File: config.mk
export PLATFORM = sky130hd
export DESIGN_NAME = analog_key_actuation_tracker_core_flat
export DESIGN_NICKNAME = d
export VERILOG_FILES = /design/src/design/akat_pkg.sv /design/src/design/akat_if.sv /design/src/design/analog_key_actuation_tracker_core.sv /design/src/design/akat_cfg.sv /design/src/design/akat_state_mem.sv /design/src/design/akat_update.sv /design/src/flat_wrapper.sv
export SDC_FILE = /design/constraint.sdc
export NUM_CORES = 2
export LEC_CHECK = 0
export BUFFER_PORTS_ARGS = -buffer_cell sky130_fd_sc_hd__buf_2
export CAP_MARGIN = 20
export CORE_ASPECT_RATIO = 2
export CORE_MARGIN = 2
export CORE_UTILIZATION = 40
export DETAILED_ROUTE_END_ITERATION = 8
export MAX_ROUTING_LAYER = met4
export PLACE_DENSITY = 0.53
export SLEW_MARGIN = 40
export SYNTH_ARGS = -nofsm -noshare
export SYNTH_HDL_FRONTEND = slang
export SYNTH_MEMORY_MAX_BITS = 65536
export SYNTH_SLANG_ARGS = --single-unit
File: constraint.sdc
create_clock -name i_clk -period 14.15 [get_ports i_clk]
set_input_delay 2.83 -clock i_clk [delete_from_list [all_inputs] [get_ports i_clk]]
set_output_delay 2.83 -clock i_clk [all_outputs]
set_load 0.05 [all_outputs]
File: src/design/akat_pkg.sv
// Shared types, constants and register codes for the analog key actuation tracker.
package akat_pkg;

    localparam int NUM_KEYS    = 128;
    localparam int KEY_BITS    = $clog2(NUM_KEYS);
    localparam int SAMPLE_BITS = 12;
    localparam int CFG_BITS    = 12;
    localparam int STEP_BITS   = 10;
    localparam int CLASS_BITS  = 4;
    localparam int PADDR_BITS  = 5;
    localparam int PDATA_BITS  = 32;
    localparam int PROD_BITS   = STEP_BITS + CLASS_BITS;
    localparam int IVL_BITS    = PROD_BITS + 1;

    localparam logic [CFG_BITS-1:0]  VALID_LOW_RST     = CFG_BITS'(50);
    localparam logic [CFG_BITS-1:0]  VALID_HIGH_RST    = CFG_BITS'(3000);
    localparam logic [CFG_BITS-1:0]  HYSTERESIS_RST    = CFG_BITS'(100);
    localparam logic [CFG_BITS-1:0]  INTERVAL_BASE_RST = CFG_BITS'(50);
    localparam logic [STEP_BITS-1:0] INTERVAL_STEP_RST = STEP_BITS'(166);
    localparam logic [SAMPLE_BITS-1:0] LOWEST_RST      = SAMPLE_BITS'(3000);

    typedef enum logic [2:0] {
        REG_VALID_LOW     = 3'd0,
        REG_VALID_HIGH    = 3'd1,
        REG_HYSTERESIS    = 3'd2,
        REG_INTERVAL_BASE = 3'd3,
        REG_INTERVAL_STEP = 3'd4
    } t_reg_idx;

    typedef enum logic [1:0] {
        PH_OFF       = 2'd0,
        PH_PRESSING  = 2'd1,
        PH_ON        = 2'd2,
        PH_RELEASING = 2'd3
    } t_phase;

    typedef struct packed {
        logic [CFG_BITS-1:0]  valid_low;
        logic [CFG_BITS-1:0]  valid_high;
        logic [CFG_BITS-1:0]  hysteresis;
        logic [CFG_BITS-1:0]  interval_base;
        logic [STEP_BITS-1:0] interval_step;
    } t_cfg;

    typedef struct packed {
        t_phase                 phase;
        logic [SAMPLE_BITS-1:0] lowest;
        logic [SAMPLE_BITS-1:0] reference;
        logic [SAMPLE_BITS-1:0] trigger;
    } t_key_state;

    localparam t_key_state KEY_STATE_RST = '{
        phase:     PH_OFF,
        lowest:    LOWEST_RST,
        reference: '0,
        trigger:   '0
    };

endpackage

File: src/design/akat_if.sv
// Input and result channel interfaces with valid/ready handshake.
interface akat_in_if;
    logic                              valid;
    logic                              ready;
    logic [akat_pkg::KEY_BITS-1:0]     key_index;
    logic [akat_pkg::SAMPLE_BITS-1:0]  sample;
    logic [akat_pkg::CLASS_BITS-1:0]   interval_class;

    modport source (output valid, key_index, sample, interval_class, input ready);
    modport sink   (input valid, key_index, sample, interval_class, output ready);
endinterface

interface akat_out_if;
    logic                          valid;
    logic                          ready;
    logic [akat_pkg::KEY_BITS-1:0] key_index_out;
    logic                          key_pressed;

    modport source (output valid, key_index_out, key_pressed, input ready);
    modport sink   (input valid, key_index_out, key_pressed, output ready);
endinterface

File: src/design/analog_key_actuation_tracker_core.sv
// Top level: input stage, state memory read, phase update and result register.
// Each accepted input beat passes the stage-1 and result registers in turn.
// Throughput: one beat per cycle unless the output stalls, set by the state
// memory read-modify-write with a forward path for back-to-back same-key beats.
// Reset: synchronous active-low; all keys return to off with lowest sample 3000
// through per-entry valid bits, and registers take their default values at once.
module analog_key_actuation_tracker_core (
    input  logic                            i_clk,
    input  logic                            i_rst_n,
    akat_in_if.sink                         in_ch,
    akat_out_if.source                      out_ch,
    input  logic                            psel,
    input  logic                            penable,
    input  logic                            pwrite,
    input  logic [akat_pkg::PADDR_BITS-1:0] paddr,
    input  logic [akat_pkg::PDATA_BITS-1:0] pwdata,
    output logic [akat_pkg::PDATA_BITS-1:0] prdata,
    output logic                            pready
);
    import akat_pkg::*;

    t_cfg                   cfg;
    logic                   pipe_en;
    logic                   accept;
    logic                   r_s1_valid;
    logic [KEY_BITS-1:0]    r_s1_key;
    logic [SAMPLE_BITS-1:0] r_s1_sample;
    logic [CLASS_BITS-1:0]  r_s1_class;
    logic                   r_byp;
    t_key_state             r_byp_state;
    t_key_state             mem_rd;
    t_key_state             cur_state;
    t_key_state             upd_state;
    logic                   upd_wr;
    logic                   upd_down;
    logic                   mem_wr;
    logic                   n_byp;
    logic                   r_out_valid;
    logic [KEY_BITS-1:0]    r_out_key;
    logic                   r_out_down;

    akat_cfg u_cfg (
        .i_clk   (i_clk),
        .i_rst_n (i_rst_n),
        .psel    (psel),
        .penable (penable),
        .pwrite  (pwrite),
        .paddr   (paddr),
        .pwdata  (pwdata),
        .prdata  (prdata),
        .pready  (pready),
        .o_cfg   (cfg)
    );

    assign pipe_en     = !r_out_valid || out_ch.ready;
    assign in_ch.ready = pipe_en && i_rst_n;
    assign accept      = in_ch.valid && in_ch.ready;
    assign mem_wr      = r_s1_valid && pipe_en && upd_wr;
    assign n_byp       = mem_wr && (r_s1_key == in_ch.key_index);
    assign cur_state   = r_byp ? r_byp_state : mem_rd;

    akat_state_mem u_mem (
        .i_clk     (i_clk),
        .i_rst_n   (i_rst_n),
        .i_rd_en   (accept),
        .i_rd_addr (in_ch.key_index),
        .i_wr_en   (mem_wr),
        .i_wr_addr (r_s1_key),
        .i_wr_data (upd_state),
        .o_rd_data (mem_rd)
    );

    akat_update u_update (
        .i_cfg         (cfg),
        .i_state       (cur_state),
        .i_sample      (r_s1_sample),
        .i_class       (r_s1_class),
        .o_wr_en       (upd_wr),
        .o_state       (upd_state),
        .o_key_pressed (upd_down)
    );

    always_ff @(posedge i_clk) begin
        if (!i_rst_n) begin
            r_s1_valid  <= 1'b0;
            r_byp       <= 1'b0;
            r_out_valid <= 1'b0;
        end else if (pipe_en) begin
            r_s1_valid  <= in_ch.valid;
            r_out_valid <= r_s1_valid;
            if (accept) begin
                r_byp <= n_byp;
            end
        end
    end

    always_ff @(posedge i_clk) begin
        if (accept) begin
            r_s1_key    <= in_ch.key_index;
            r_s1_sample <= in_ch.sample;
            r_s1_class  <= in_ch.interval_class;
            r_byp_state <= upd_state;
        end
        if (pipe_en && r_s1_valid) begin
            r_out_key  <= r_s1_key;
            r_out_down <= upd_down;
        end
    end

    assign out_ch.valid         = r_out_valid;
    assign out_ch.key_index_out = r_out_key;
    assign out_ch.key_pressed   = r_out_down;

endmodule

File: src/design/akat_cfg.sv
// APB-style configuration register file.
module akat_cfg (
    input  logic                            i_clk,
    input  logic                            i_rst_n,
    input  logic                            psel,
    input  logic                            penable,
    input  logic                            pwrite,
    input  logic [akat_pkg::PADDR_BITS-1:0] paddr,
    input  logic [akat_pkg::PDATA_BITS-1:0] pwdata,
    output logic [akat_pkg::PDATA_BITS-1:0] prdata,
    output logic                            pready,
    output akat_pkg::t_cfg                  o_cfg
);
    import akat_pkg::*;

    t_cfg     r_cfg;
    t_reg_idx idx;
    logic     wr;

    assign idx    = t_reg_idx'(paddr[PADDR_BITS-1:2]);
    assign wr     = psel && penable && pwrite;
    assign pready = 1'b1;
    assign o_cfg  = r_cfg;

    always_ff @(posedge i_clk) begin
        if (!i_rst_n) begin
            r_cfg.valid_low     <= VALID_LOW_RST;
            r_cfg.valid_high    <= VALID_HIGH_RST;
            r_cfg.hysteresis    <= HYSTERESIS_RST;
            r_cfg.interval_base <= INTERVAL_BASE_RST;
            r_cfg.interval_step <= INTERVAL_STEP_RST;
        end else if (wr) begin
            case (idx)
                REG_VALID_LOW:     r_cfg.valid_low     <= pwdata[CFG_BITS-1:0];
                REG_VALID_HIGH:    r_cfg.valid_high    <= pwdata[CFG_BITS-1:0];
                REG_HYSTERESIS:    r_cfg.hysteresis    <= pwdata[CFG_BITS-1:0];
                REG_INTERVAL_BASE: r_cfg.interval_base <= pwdata[CFG_BITS-1:0];
                REG_INTERVAL_STEP: r_cfg.interval_step <= pwdata[STEP_BITS-1:0];
                default: ;
            endcase
        end
    end

    always_comb begin
        case (idx)
            REG_VALID_LOW:     prdata = PDATA_BITS'(r_cfg.valid_low);
            REG_VALID_HIGH:    prdata = PDATA_BITS'(r_cfg.valid_high);
            REG_HYSTERESIS:    prdata = PDATA_BITS'(r_cfg.hysteresis);
            REG_INTERVAL_BASE: prdata = PDATA_BITS'(r_cfg.interval_base);
            REG_INTERVAL_STEP: prdata = PDATA_BITS'(r_cfg.interval_step);
            default:           prdata = '0;
        endcase
    end

endmodule

File: src/design/akat_state_mem.sv
// Per-key state memory with registered read and per-entry valid bits.
module akat_state_mem (
    input  logic                          i_clk,
    input  logic                          i_rst_n,
    input  logic                          i_rd_en,
    input  logic [akat_pkg::KEY_BITS-1:0] i_rd_addr,
    input  logic                          i_wr_en,
    input  logic [akat_pkg::KEY_BITS-1:0] i_wr_addr,
    input  akat_pkg::t_key_state          i_wr_data,
    output akat_pkg::t_key_state          o_rd_data
);
    import akat_pkg::*;

    t_key_state          r_mem [NUM_KEYS];
    logic [NUM_KEYS-1:0] r_valid;
    t_key_state          r_rd_q;
    logic                r_rd_hit;

    always_ff @(posedge i_clk) begin
        if (i_wr_en) begin
            r_mem[i_wr_addr] <= i_wr_data;
        end
        if (i_rd_en) begin
            r_rd_q <= r_mem[i_rd_addr];
        end
    end

    always_ff @(posedge i_clk) begin
        if (!i_rst_n) begin
            r_valid  <= '0;
            r_rd_hit <= 1'b0;
        end else begin
            if (i_wr_en) begin
                r_valid[i_wr_addr] <= 1'b1;
            end
            if (i_rd_en) begin
                r_rd_hit <= r_valid[i_rd_addr];
            end
        end
    end

    assign o_rd_data = r_rd_hit ? r_rd_q : KEY_STATE_RST;

endmodule

File: src/design/akat_update.sv
// Next-state logic of one key's actuation phase machine.
module akat_update (
    input  akat_pkg::t_cfg                   i_cfg,
    input  akat_pkg::t_key_state             i_state,
    input  logic [akat_pkg::SAMPLE_BITS-1:0] i_sample,
    input  logic [akat_pkg::CLASS_BITS-1:0]  i_class,
    output logic                             o_wr_en,
    output akat_pkg::t_key_state             o_state,
    output logic                             o_key_pressed
);
    import akat_pkg::*;

    logic [SAMPLE_BITS-1:0] v;
    logic [PROD_BITS-1:0]   prod;
    logic [IVL_BITS-1:0]    interval;
    logic [SAMPLE_BITS-1:0] lo;
    logic [SAMPLE_BITS-1:0] rf;
    logic [SAMPLE_BITS:0]   lo_hyst;
    logic [SAMPLE_BITS:0]   v_hyst;
    logic [IVL_BITS:0]      ref_ivl;
    logic [IVL_BITS:0]      trig_ivl;
    t_phase                 ph;

    assign v        = i_sample;
    assign prod     = PROD_BITS'(i_cfg.interval_step) * PROD_BITS'(i_class);
    assign interval = IVL_BITS'(i_cfg.interval_base) + IVL_BITS'(prod);
    assign lo       = (i_state.lowest > v) ? v : i_state.lowest;
    assign rf       = (i_state.reference == '0) ? v : i_state.reference;
    assign lo_hyst  = (SAMPLE_BITS+1)'(lo) + (SAMPLE_BITS+1)'(i_cfg.hysteresis);
    assign v_hyst   = (SAMPLE_BITS+1)'(v) + (SAMPLE_BITS+1)'(i_cfg.hysteresis);
    assign ref_ivl  = (IVL_BITS+1)'(rf) + (IVL_BITS+1)'(interval);
    assign trig_ivl = (IVL_BITS+1)'(i_state.trigger) + (IVL_BITS+1)'(interval);
    assign o_wr_en  = (v >= i_cfg.valid_low) && (v <= i_cfg.valid_high);

    always_comb begin
        o_state           = i_state;
        o_state.lowest    = lo;
        o_state.reference = rf;
        case (i_state.phase)
            PH_OFF: begin
                if ((SAMPLE_BITS+1)'(v) > lo_hyst) begin
                    o_state.phase     = PH_PRESSING;
                    o_state.reference = v;
                end
            end
            PH_PRESSING: begin
                if ((IVL_BITS+1)'(v) > ref_ivl) begin
                    o_state.phase   = PH_ON;
                    o_state.trigger = v;
                end else if (v < rf) begin
                    o_state.phase     = PH_OFF;
                    o_state.reference = v;
                end
            end
            PH_ON: begin
                if (v_hyst < (SAMPLE_BITS+1)'(i_state.trigger)) begin
                    o_state.phase = PH_RELEASING;
                end
            end
            PH_RELEASING: begin
                if ((IVL_BITS+1)'(v) < trig_ivl) begin
                    o_state.phase = PH_OFF;
                end
            end
            default: ;
        endcase
    end

    assign ph            = o_wr_en ? o_state.phase : i_state.phase;
    assign o_key_pressed = (ph == PH_ON) || (ph == PH_RELEASING);

endmodule
File: src/flat_wrapper.sv
// flat-port wrapper written by rule: the top's interface ports become plain ports
module analog_key_actuation_tracker_core_flat import akat_pkg::*;
  (i_clk, i_rst_n, psel, penable, pwrite, paddr, pwdata, prdata, pready, in_ch_valid, in_ch_key_index, in_ch_sample, in_ch_interval_class, in_ch_ready, out_ch_valid, out_ch_key_index_out, out_ch_key_pressed, out_ch_ready);
  akat_in_if in_ch_i ();
  akat_out_if out_ch_i ();
  input  logic i_clk;
  input  logic i_rst_n;
  input  logic psel;
  input  logic penable;
  input  logic pwrite;
  input  logic [akat_pkg::PADDR_BITS-1:0] paddr;
  input  logic [akat_pkg::PDATA_BITS-1:0] pwdata;
  output logic [akat_pkg::PDATA_BITS-1:0] prdata;
  output logic pready;
  input wire logic [$bits(in_ch_i.valid)-1:0] in_ch_valid;
  input wire logic [$bits(in_ch_i.key_index)-1:0] in_ch_key_index;
  input wire logic [$bits(in_ch_i.sample)-1:0] in_ch_sample;
  input wire logic [$bits(in_ch_i.interval_class)-1:0] in_ch_interval_class;
  output wire logic [$bits(in_ch_i.ready)-1:0] in_ch_ready;
  output wire logic [$bits(out_ch_i.valid)-1:0] out_ch_valid;
  output wire logic [$bits(out_ch_i.key_index_out)-1:0] out_ch_key_index_out;
  output wire logic [$bits(out_ch_i.key_pressed)-1:0] out_ch_key_pressed;
  input wire logic [$bits(out_ch_i.ready)-1:0] out_ch_ready;
  assign in_ch_i.valid = in_ch_valid;
  assign in_ch_i.key_index = in_ch_key_index;
  assign in_ch_i.sample = in_ch_sample;
  assign in_ch_i.interval_class = in_ch_interval_class;
  assign in_ch_ready = in_ch_i.ready;
  assign out_ch_valid = out_ch_i.valid;
  assign out_ch_key_index_out = out_ch_i.key_index_out;
  assign out_ch_key_pressed = out_ch_i.key_pressed;
  assign out_ch_i.ready = out_ch_ready;
  analog_key_actuation_tracker_core u_core (.i_clk(i_clk), .i_rst_n(i_rst_n), .in_ch(in_ch_i), .out_ch(out_ch_i), .psel(psel), .penable(penable), .pwrite(pwrite), .paddr(paddr), .pwdata(pwdata), .prdata(prdata), .pready(pready));
endmodule
==> qor.yml <==
run_status: "complete, no violations"
numCtsBuffers: 430
finalWirelength_um: 568900
cts_hold_buf: 0
vias: 94710
clockPowerShare: 0.394
p_int_uw: 24040
crit_top_cell: "buf_4"
track_usage: 0.2272
crit_cells: 32
synthMostInstantiatedCell: "edfxtp_1"
viasPerCell: 5.785
drtAntennaViolNets: 0
combPwrFrac: 0.058
cts_tree: "built"
clk_pin_slew_ps: 70
postPlaceCellArea_mm2: 0.2141
core-area_mm2: 0.5046
antenna_found_initial: 20
synth_edf_count: 4971
place_hpwl_um: 345200
critPathMaxStageDelay_ps: 660
grt_max_degree: 130
ys_ff_latch: 5161
ir_drop_mv: 0.1095
slowest_stage: "buf_4"
worstHoldPathType: "reg2reg"
drive_above_1_share: 0.3113
dieWidth_um: 507.1
finalPower_uw: 30800
cp_top_family: "compound AO/OA/AOI/OAI gates"
rsz0062_at_grt: "false"
path_buf_inv: 5
setup_violations: 0
clock_path_buffers: 4
final_area_mm2: 0.2288
chipHeight_um: 1010
cts.repair.resized: 0
min_period_ps: 10040
finalClockSkew_ps: 55.20
m1WireLength_um: 199700
synth_commonest_cells: "edfxtp_1 (4,971), mux4_2 (1,639), clkbuf_1 (297), nand2_1 (285), dfxtp_1 (190)"
final_util: 0.4534
wl_per_cell_um: 34.75
reg2reg_slack_ps: 4110
crit_path_start_kind: "register"
clock_sinks: 5161
timing.fmax_mhz: 99.57
leakage_uw: 0.07427
worstSkewPairLatency_ps: 1000
top_layer: "met4"
p_per_area_mw_per_mm2: 134.6
finalSetupTns_ps: 0
portBuffers: 66
synth_top_area_cell: "edfxtp_1"
place.gp.congestion: 0.9025
sw_frac_of_total: 0.2195
finalHoldViolCount: 0
power_switching_uw: 6759
relSlewSlack: 0.4013
grt_pass1_vias: 99920
firstDrtPassIters: 5
syn_inst: 8857
wl_met2_um: 323500
reg2reg_depth: 32
r2r_end: "u_core.u_mem.r_mem[74][21]$_DFFE_PP_"
cp-end-kind: "register"
grt.overflow.total: 0
synthesis.area_mm2: 0.2025
syn_to_final_growth_pct: 12.97
drc: 0
synth_area_leaders: "edfxtp_1 (74%), mux4_2 (18%), dfxtp_1 (1.9%), ha_1 (1.0%), clkbuf_1 (0.55%)"
fin_crit_sh: 0.7098
crit_type: "reg2reg"
setup.worst_path.end: "u_core.u_mem.r_mem[74][21]$_DFFE_PP_"
required_ps: 14810
die_area_mm2: 0.5123
rows: 369
maxCapViolCount: 0
critPathArrivalTime_ps: 10700
synthArstFlopShare: 0
dr.first_iter.drc_count: 9575
dr_wl_met3_um: 21690
htreeDepth: 5
initial_utilization: 0.4013
yosysTopAreaCellShare: 0.7371
slew_violations: 0
crit_start: "u_core.r_byp$_SDFFE_PN0P_"
worst_slew_pin_slew_ps: 898.0
post_synth.cell_area_avg_um2: 22.86
grt_pass1_wl_um: 791500
cp_max_fo: 67
synth_cell_type_count: 65
cts_root_buf: "clkbuf_16"
nNetsFinal: 9541
ys.flop_type: "edfxtp_1"
synth_seq_area_share: 0.7559
pin_count: 110
cts_setup_buffers: 0
r2r_start: "u_core.r_byp$_SDFFE_PN0P_"
ys_warn_count: 0
seqPwrFrac: 0.548
layout make-up:
cell class                 count  area, um^2
clock inverter               303        2970
sequential                  5161      153100
timing repair buffer         446        4084
fill                       41870      275900
antenna                       44       110.1
multi-input combinational   3109       48520
tap                         6678        8356
inverter                     127       484.2
clock buffer                 503       11180
power by group through the flow:
stage / Combinational (uW) / Sequential (uW) / Clock [uW]
after floorplan: 1080 / 17300 / 0
after global placement: 1730 / 17200 / 0
after detailed placement: 1780 / 17200 / 0
after CTS: 1780 / 16900 / 12400
after global routing: 1900 / 16900 / 12900
final: 1770 / 16900 / 12100
metal layers:
layer	vias up	track usage
met5	-	-
met2	2779	0.4277
met1	52710	0.2487
met3	871	0.01920
met4	0	0.08045
li1	38340	-
layout by cell type, fill, tap and decap left out, types with 21 or more instances in the layout:
| cell type | n |
|---|---|
| buf_4 | 288 |
| buf_6 | 49 |
| clkinv_2 | 86 |
| dfxtp_1 | 190 |
| ha_1 | 168 |
| xor2_1 | 26 |
| nand2_1 | 270 |
| nand3_1 | 24 |
| clkbuf_16 | 436 |
| a21o_1 | 31 |
| nor2_4 | 129 |
| mux2_2 | 47 |
| a21oi_1 | 56 |
| xnor2_1 | 25 |
| o21ai_0 | 166 |
| fa_1 | 31 |
| clkbuf_1 | 62 |
| diode_2 | 44 |
| and2_1 | 48 |
| buf_2 | 61 |
| clkinvlp_4 | 41 |
| bufinv_16 | 46 |
| edfxtp_1 | 4971 |
| a22oi_1 | 46 |
| clkinv_1 | 88 |
| conb_1 | 21 |
| a21boi_0 | 35 |
| nor2_1 | 42 |
| mux4_2 | 1639 |
| inv_1 | 124 |
| mux2i_4 | 23 |
| nor2b_1 | 34 |
sequential cells by signal (all words and copies together) (netlist names):
register / count
u_core.u_mem.r_valid: 128
u_core.r_byp: 1
u_core.out_ch.key_pressed: 1
u_core.u_mem.r_rd_q: 38
u_core.r_s1_sample: 12
u_core.out_ch.valid: 1
u_core.r_s1_class: 4
u_core.out_ch.key_index_out: 7
u_core.u_mem.r_mem: 4864
u_core.r_s1_key: 7
u_core.r_byp_state: 38
u_core.r_s1_valid: 1
u_core.u_mem.r_rd_hit: 1
u_core.u_cfg.o_cfg: 58
worst reg2reg max path: cells and delay by family, from the launching register on:
kind,cells,cell delay [ps]
multiplexers,2,930
buffers and inverters,5,2580
XOR/XNOR,1,170
AND/OR/NAND/NOR,8,1360
flip-flops,1,310
AO/OA/AOI/OAI,13,3330
adder cells (fa/ha/maj),3,910
per-stage QoR:
step	hold slack, ps	instances	setup slack, ps
final	455.4	16370	4107
after global routing	480.4	16360	3497
after CTS	458.7	16310	3968
after detailed placement	442.7	15510	4022
after global placement	427.4	15490	3963
after floorplan	419.8	8876	1144
worst min path at each step:
stage / startpoint / to / slack, ps / cells after the start
4_1_cts: u_core.u_mem.r_valid[124]$_SDFFE_PN0P_ / u_core.u_mem.r_valid[124]$_SDFFE_PN0P_ / 460 / 2
5_1_grt: u_core.u_mem.r_valid[113]$_SDFFE_PN0P_ / u_core.u_mem.r_valid[113]$_SDFFE_PN0P_ / 480 / 2
2_1_floorplan: u_core.u_mem.r_valid[102]$_SDFFE_PN0P_ / u_core.u_mem.r_valid[102]$_SDFFE_PN0P_ / 420 / 2
3_5_place_dp: u_core.u_mem.r_valid[67]$_SDFFE_PN0P_ / u_core.u_mem.r_valid[67]$_SDFFE_PN0P_ / 440 / 2
3_3_place_gp: u_core.u_mem.r_valid[34]$_SDFFE_PN0P_ / u_core.u_mem.r_valid[34]$_SDFFE_PN0P_ / 430 / 2
6_report: u_core.u_mem.r_valid[126]$_SDFFE_PN0P_ / u_core.u_mem.r_valid[126]$_SDFFE_PN0P_ / 460 / 2
kinds of logic (layout without fill, tap and decap cells):
group	after synthesis	in the layout	synth area share
mux	1739	1739	0.1876
xor+xnor	52	52	0.002249
fa+ha+maj	199	199	0.01344
other cells	2	65	0.00003709
buf+inv	606	1379	0.01241
simple gates	650	650	0.01427
compound gates	448	448	0.01409
flops	5161	5161	0.7559
(Power assumes the default switching activity.)
